<file path="config.mk">
export PLATFORM = sky130hd
export DESIGN_NAME = hsv_to_rgb_converter
export DESIGN_NICKNAME = d
export VERILOG_FILES = /design/src/hw/rtl/hsv2rgb_pkg.sv /design/src/hw/rtl/hsv_to_rgb_converter.sv
export SDC_FILE = /design/constraint.sdc
export NUM_CORES = 2
export LEC_CHECK = 0
export BUFFER_PORTS_ARGS = -buffer_cell sky130_fd_sc_hd__buf_2
export CAP_MARGIN = 20
export CELL_PAD_IN_SITES_DETAIL_PLACEMENT = 0
export CELL_PAD_IN_SITES_GLOBAL_PLACEMENT = 2
export CORE_ASPECT_RATIO = 1.2
export CORE_UTILIZATION = 48
export CTS_BUF_LIST = sky130_fd_sc_hd__clkbuf_4 sky130_fd_sc_hd__clkbuf_8
export DETAILED_ROUTE_END_ITERATION = 12
export PLACE_DENSITY = 0.9
export SYNTH_ARGS = -nofsm -noshare
export SYNTH_HDL_FRONTEND = slang
export SYNTH_SLANG_ARGS = --single-unit
</file>
<file path="constraint.sdc">
create_clock -name clk_i -period 15.9 [get_ports clk_i]
set_clock_uncertainty 0.1 [all_clocks]
set_input_delay 1.59 -clock clk_i [delete_from_list [all_inputs] [get_ports clk_i]]
set_output_delay 1.59 -clock clk_i [all_outputs]
set_load 0.05 [all_outputs]
</file>
<file path="src/hw/rtl/hsv2rgb_pkg.sv">
package hsv2rgb_pkg;

  // Fixed widths of the transaction fields.
  localparam int HueW = 16;
  localparam int SatW = 9;
  localparam int RgbW = 24;
  localparam int ChanW = 8;

  // Fraction bits of saturation and value; 1.0 is One.
  localparam int FracBits = 8;
  localparam int One = 1 << FracBits;

  // Clamped saturation/value width and the width used for the clamp compare.
  localparam int SvW = FracBits + 1;
  localparam int ExtW = (SatW > SvW) ? SatW : SvW;

  // Chroma and offset are at most One * One.
  localparam int ChromaW = 2 * FracBits + 1;
  // Channel sums are at most 60 * One * One.
  localparam int SumW = ChromaW + 6;
  localparam int ScaledW = SumW + 8;
  // 60 * One * One = 15 * 2^(2 * FracBits + 2).
  localparam int DivShift = 2 * FracBits + 2;
  localparam int XW = ScaledW - DivShift;

  localparam int HueFull = 360;
  localparam int SectorDeg = 60;
  localparam int ChanMax = 255;

  // Hue modulo 360 by reciprocal: floor(2^24 / 360), quotient is at most one low.
  localparam int ModShift = 24;
  localparam int ModRecip = (1 << ModShift) / HueFull;
  localparam int ModProdW = HueW + 16;
  localparam int ModQuoW = 8;
  localparam int ModRemW = HueW + 1;

  // Division by 15 by reciprocal: floor(2^16 / 15), quotient is at most one low.
  localparam int Div15 = 15;
  localparam int Div15Shift = 16;
  localparam int Div15Recip = (1 << Div15Shift) / Div15;
  localparam int Div15ProdW = XW + 13;
  localparam int Div15QuoW = Div15ProdW - Div15Shift;

  typedef enum logic [2:0] {
    SecRedYel = 3'd0,
    SecYelGrn = 3'd1,
    SecGrnCyn = 3'd2,
    SecCynBlu = 3'd3,
    SecBluMag = 3'd4,
    SecMagRed = 3'd5
  } sector_e;

endpackage

</file>
<file path="src/hw/rtl/hsv_to_rgb_converter.sv">
// HSV to packed RGB color converter.
// Input transaction: hue_degrees_i (any 16-bit value, reduced modulo 360),
// saturation_i and brightness_i (fixed point, 256 = 1.0, larger values are
// clamped to 1.0). A transaction is taken at a rising edge with start_i
// high and busy_o low; busy_o is always low, so one transaction can be
// started in every cycle.
// Result transaction: rgb_packed_o (red 23:16, green 15:8, blue 7:0) is
// shown for one cycle with done_o high. Results come out in input order.
// The block is a six-stage pipeline: input multiplies,
// hue modulo, sector decode, channel sums, scaling by 255 with the
// reciprocal multiply for 1/15, and the final correction.
// Throughput is one transaction per clock.
// The receiver cannot stall the block, so the pipeline never holds.
// Reset clears the stage valid bits; no result appears until a new
// transaction has passed through all stages.
module hsv_to_rgb_converter (
  input  logic                          clk_i,
  input  logic                          rst_ni,
  input  logic                          start_i,
  output logic                          busy_o,
  input  logic [hsv2rgb_pkg::HueW-1:0]  hue_degrees_i,
  input  logic [hsv2rgb_pkg::SatW-1:0]  saturation_i,
  input  logic [hsv2rgb_pkg::SatW-1:0]  brightness_i,
  output logic                          done_o,
  output logic [hsv2rgb_pkg::RgbW-1:0]  rgb_packed_o
);
  import hsv2rgb_pkg::*;

  logic [5:0] vld_q, vld_d;

  // Stage 1
  logic [HueW-1:0]     hue_q;
  logic [ModProdW-1:0] hue_prod_q;
  logic [ChromaW-1:0]  chroma1_q, offset1_q;
  logic [ExtW-1:0]     sat_ext, val_ext;
  logic [SvW-1:0]      sat_cl, val_cl;
  logic [2*SvW-1:0]    chroma_full, offset_full;

  // Stage 2
  logic [8:0]          h_q;
  logic [ChromaW-1:0]  chroma2_q, offset2_q;
  logic [ModQuoW-1:0]  mod_quo;
  logic [ModRemW-1:0]  mod_rem, mod_fix;

  // Stage 3
  sector_e             sector_d, sector_q;
  logic [5:0]          t_d, t_q;
  logic [8:0]          base_deg, h_in_sec;
  logic [ChromaW-1:0]  chroma3_q, offset3_q;

  // Stage 4
  logic [2:0][SumW-1:0] sum_d, sum_q;
  logic [SumW-1:0]      full_p, ramp_p, off_p;

  // Stage 5
  logic [2:0][XW-1:0]         x_d, x_q;
  logic [2:0][Div15ProdW-1:0] qp_d, qp_q;
  logic [2:0][ScaledW-1:0]    scaled;

  // Stage 6
  logic [RgbW-1:0]            rgb_d, rgb_q;
  logic [2:0][Div15QuoW-1:0]  quo;
  logic [2:0][XW-1:0]         rem;
  logic [2:0][ChanW-1:0]      chan;

  assign busy_o = 1'b0;

  assign vld_d = {vld_q[4:0], start_i & ~busy_o};

  always_ff @(posedge clk_i or negedge rst_ni) begin
    if (!rst_ni) begin
      vld_q <= '0;
    end else begin
      vld_q <= vld_d;
    end
  end

  // Stage 1: clamp saturation and value, form chroma and offset, and start
  // the hue reciprocal multiply.
  always_comb begin
    sat_ext = ExtW'(saturation_i);
    val_ext = ExtW'(brightness_i);
    sat_cl = (sat_ext > ExtW'(One)) ? SvW'(One) : SvW'(sat_ext);
    val_cl = (val_ext > ExtW'(One)) ? SvW'(One) : SvW'(val_ext);
    chroma_full = (2*SvW)'(sat_cl) * (2*SvW)'(val_cl);
    offset_full = (2*SvW)'(SvW'(One) - sat_cl) * (2*SvW)'(val_cl);
  end

  always_ff @(posedge clk_i) begin
    hue_q      <= hue_degrees_i;
    hue_prod_q <= ModProdW'(hue_degrees_i) * ModProdW'(ModRecip);
    chroma1_q  <= ChromaW'(chroma_full);
    offset1_q  <= ChromaW'(offset_full);
  end

  // Stage 2: hue modulo 360 with one correction step.
  always_comb begin
    mod_quo = hue_prod_q[ModShift +: ModQuoW];
    mod_rem = ModRemW'(hue_q) - ModRemW'(mod_quo) * ModRemW'(HueFull);
    mod_fix = (mod_rem >= ModRemW'(HueFull)) ? mod_rem - ModRemW'(HueFull) : mod_rem;
  end

  always_ff @(posedge clk_i) begin
    h_q       <= mod_fix[8:0];
    chroma2_q <= chroma1_q;
    offset2_q <= offset1_q;
  end

  // Stage 3: sector and ramp weight. In even sectors the ramp rises with
  // the hue, in odd sectors it falls.
  always_comb begin
    if (h_q >= 9'(5 * SectorDeg)) begin
      sector_d = SecMagRed;
      base_deg = 9'(5 * SectorDeg);
    end else if (h_q >= 9'(4 * SectorDeg)) begin
      sector_d = SecBluMag;
      base_deg = 9'(4 * SectorDeg);
    end else if (h_q >= 9'(3 * SectorDeg)) begin
      sector_d = SecCynBlu;
      base_deg = 9'(3 * SectorDeg);
    end else if (h_q >= 9'(2 * SectorDeg)) begin
      sector_d = SecGrnCyn;
      base_deg = 9'(2 * SectorDeg);
    end else if (h_q >= 9'(SectorDeg)) begin
      sector_d = SecYelGrn;
      base_deg = 9'(SectorDeg);
    end else begin
      sector_d = SecRedYel;
      base_deg = '0;
    end
    h_in_sec = h_q - base_deg;
    if (sector_d[0]) begin
      t_d = 6'(SectorDeg) - h_in_sec[5:0];
    end else begin
      t_d = h_in_sec[5:0];
    end
  end

  always_ff @(posedge clk_i) begin
    sector_q  <= sector_d;
    t_q       <= t_d;
    chroma3_q <= chroma2_q;
    offset3_q <= offset2_q;
  end

  // Stage 4: place full chroma, ramp and zero on the channels, add offset.
  // Everything is in units of 1 / (60 * One * One).
  always_comb begin
    full_p = SumW'(chroma3_q) * SumW'(SectorDeg);
    ramp_p = SumW'(chroma3_q) * SumW'(t_q);
    off_p  = SumW'(offset3_q) * SumW'(SectorDeg);
    case (sector_q)
      SecRedYel: begin
        sum_d[2] = full_p; sum_d[1] = ramp_p; sum_d[0] = '0;
      end
      SecYelGrn: begin
        sum_d[2] = ramp_p; sum_d[1] = full_p; sum_d[0] = '0;
      end
      SecGrnCyn: begin
        sum_d[2] = '0; sum_d[1] = full_p; sum_d[0] = ramp_p;
      end
      SecCynBlu: begin
        sum_d[2] = '0; sum_d[1] = ramp_p; sum_d[0] = full_p;
      end
      SecBluMag: begin
        sum_d[2] = ramp_p; sum_d[1] = '0; sum_d[0] = full_p;
      end
      default: begin
        sum_d[2] = full_p; sum_d[1] = '0; sum_d[0] = ramp_p;
      end
    endcase
    for (int i = 0; i < 3; i++) begin
      sum_d[i] = sum_d[i] + off_p;
    end
  end

  always_ff @(posedge clk_i) begin
    sum_q <= sum_d;
  end

  // Stage 5: scale by 255, drop the power-of-two part of the divisor and
  // start the reciprocal multiply for the remaining factor of 15.
  always_comb begin
    for (int i = 0; i < 3; i++) begin
      scaled[i] = ScaledW'(sum_q[i]) * ScaledW'(ChanMax);
      x_d[i]    = scaled[i][DivShift +: XW];
      qp_d[i]   = Div15ProdW'(x_d[i]) * Div15ProdW'(Div15Recip);
    end
  end

  always_ff @(posedge clk_i) begin
    x_q  <= x_d;
    qp_q <= qp_d;
  end

  // Stage 6: the reciprocal quotient can be one low; fix it and pack.
  always_comb begin
    for (int i = 0; i < 3; i++) begin
      quo[i] = qp_q[i][Div15Shift +: Div15QuoW];
      rem[i] = x_q[i] - XW'(quo[i]) * XW'(Div15);
      if (rem[i] >= XW'(Div15)) begin
        chan[i] = ChanW'(quo[i] + Div15QuoW'(1));
      end else begin
        chan[i] = ChanW'(quo[i]);
      end
    end
    rgb_d = {chan[2], chan[1], chan[0]};
  end

  always_ff @(posedge clk_i) begin
    rgb_q <= rgb_d;
  end

  assign done_o       = vld_q[5];
  assign rgb_packed_o = rgb_q;

endmodule
</file>
==> flow_summary.toml <==
[outcome]
status = "complete, but fails checks"
violations = "DRC"

[yosys]
yosysWarnings = 0
async_reset_ff_frac = 0.0194
synthCells = 4602
syn_area_um2 = 45300
synthDistinctLibCells = 82
syn_avg_cell_area_um2 = 9.83
synth.largest_area_cell = "fa_1"
yosys-top-cells-count = "858 x inv_1, 761 x ha_1, 732 x fa_1"
netlist.area_leader.share = 0.324
synth_edf_count = 0
ys_seq_area_frac = 0.137
ys.flop_type = "dfxtp_1"
yosysMostFrequentCell = "inv_1"
synth_area_leaders = "fa_1 32%, ha_1 21%, dfxtp_1 13%"
ys_ff_latch = 309

[cts]
cts-buffers-inserted = 55
cts_setup_buffers = 0
post_cts_resized = 0
cts_max_level = 2
clock-sinks = 309
path_clk_slew_ns = 0.07
clockBufferDepth = 3
worstSkewPairLatency_ns = 0.67
cts_hold_repair.buffers = 0
cts_tree = "built"
cts_root_buf = "clkbuf_8"

[global_route]
grt_use_total = 0.207
antenna_found_initial = 1
grt_pass1_wl_um = 161000
grt-ovfl-total = 0
grt_pass1_vias = 32800
grt_max_degree = 33

[critical_path]
crit_arrival_ns = 8.93
rrSetupSlack_ns = 7.45
cp_common_cell = "inv_1"
cp-end-kind = "flop"
cpMaxStageDelayCell = "fa_1"
crit_type = "reg2reg"
critPathLaunchType = "flop"
max_stage_delay_ns = 0.61
cp.required_ns = 16.38
crit_fanout = 4

[timing]
setup_viol = 0
rsz0062_at_grt = "false"
fin_crit_ns = 8.45
setup_slack_ns = 7.45
hold_violations = 0
tns_ns = 0
post-route-period-util = 0.532
tightestPinTransition_ns = 1.05
maxSlewViolCount = 0
relSlewSlack = 0.300
fmax_mhz = 118

[cells_and_area]
drive_above_1_share = 0.0455
synthToLayoutAreaGrowth_pct = 6.86
fin_util = 0.517
layout.nets = 6229
n_fill_cell = 8832

[detailed_routing]
wl_met2_um = 47700
met3_length_um = 2540
routed_wl_um = 93800
top_layer = "met4"
vias = 30500
drt_iter0_drc = 1085
antenna_left = 0
wl_per_cell_um = 15.6
m1WireLength_um = 40400
drc_errors = 1
drt_pass1_iterations = 9
viasPerCell = 5.09

[job]
drv_cap = 0

[die]
initial_utilization = 0.484
die_h_um = 338
core_um2 = 93600
rows = 123
ioPinCount = 63
die_w_um = 282
die_area_um2 = 95500

[placement]
io_buffers = 61
gp_routability_congestion = 0.908
place_hpwl_um = 81100
place_worst_setup_slack_ns = 7.43

[hold_path]
min_path_type = "reg2reg"
registers in the layout, summed over array words and instances, names as in the netlist, 9 cells and up:
name and flops:
offset3_q 17, chroma2_q 16, qp_q 42, offset1_q 17
x_q 27, rgb_packed_o 24, chroma3_q 16, h_q 9
sum_q 69, hue_prod_q 9, hue_q 15, offset2_q 17
chroma1_q 16
per-stage QoR:
step	cells	hold slack, ns	cell area, um2
after CTS	5993	0.215	48400
final	5994	0.217	48400
after global routing	5994	0.227	48400
after floorplan	4620	0.210	45300
after detailed placement	5892	0.212	47100
after global placement	5892	0.210	47100
layout make-up:
class / count / area [um2] / area share
antenna: 1 / 2.50 / 0.0000517
clock buffer: 71 / 927 / 0.0192
clock inverter: 30 / 328 / 0.00678
inverter: 858 / 3220 / 0.0666
multi-input combinational: 3399 / 35700 / 0.738
sequential: 309 / 6220 / 0.129
tap: 1250 / 1560 / 0.0323
timing repair buffer: 76 / 418 / 0.00864
path summary, 6_finish.rpt:
| kind | startpoint | end | cells after the start |
|---|---|---|---|
| setup reg to reg | sum_q[26] | qp_q[49] | 32 |
| min in group asynchronous | rst_ni | vld_q[3] | 1 |
| hold reg to reg | chroma2_q[4] | chroma3_q[4] | 0 |
| max in group asynchronous | rst_ni | vld_q[2] | 1 |
| hold / removal | chroma2_q[4] | chroma3_q[4] | 0 |
| setup / recovery | sum_q[26] | qp_q[49] | 32 |
layer usage:
metal | global-route usage | vias to the layer above
li1 | - | 15100
met5 | 0 | -
met4 | 0.0668 | 0
met2 | 0.372 | 408
met1 | 0.257 | 14800
met3 | 0.0213 | 153
critical path: cells and delay by family, from the launching register on:
kind,cells,cell delay [ns]
xor+xnor,1,0.24
simple gates,2,0.50
compound gates,14,2.99
flops,1,0.42
fa+ha+maj,9,3.68
buf+inv,6,0.45
layout by cell type (no fill, tap or decap), types with 49 or more instances in the layout:
cell	netlist	final
a21o_1	70	70
a21oi_1	201	201
and2_1	56	56
buf_2	1	61
clkbuf_8	0	63
dfxtp_1	303	303
fa_1	732	732
ha_1	761	761
inv_1	858	858
nand2_1	318	318
nand3_1	53	53
nor2_1	216	216
nor3_1	66	66
o21a_1	49	49
o21ai_0	111	111
xnor2_1	219	218
xor2_1	80	80
logic make-up (layout without fill, tap and decap cells):
logic type	after synthesis	count (layout)	share of synthesized area
XOR/XNOR	300	300	0.0585
buffers and inverters	912	1035	0.0757
other	2	21	0.000166
AND/OR/NAND/NOR	884	884	0.0905
multiplexers	12	12	0.00274
adder cells (fa/ha/maj)	1494	1494	0.534
flip-flops	309	309	0.137
AO/OA/AOI/OAI	689	689	0.101
Power is left out: the tool's default activity adds up to more than one toggle a clock period on the data nets, which glitch-free logic cannot reach.
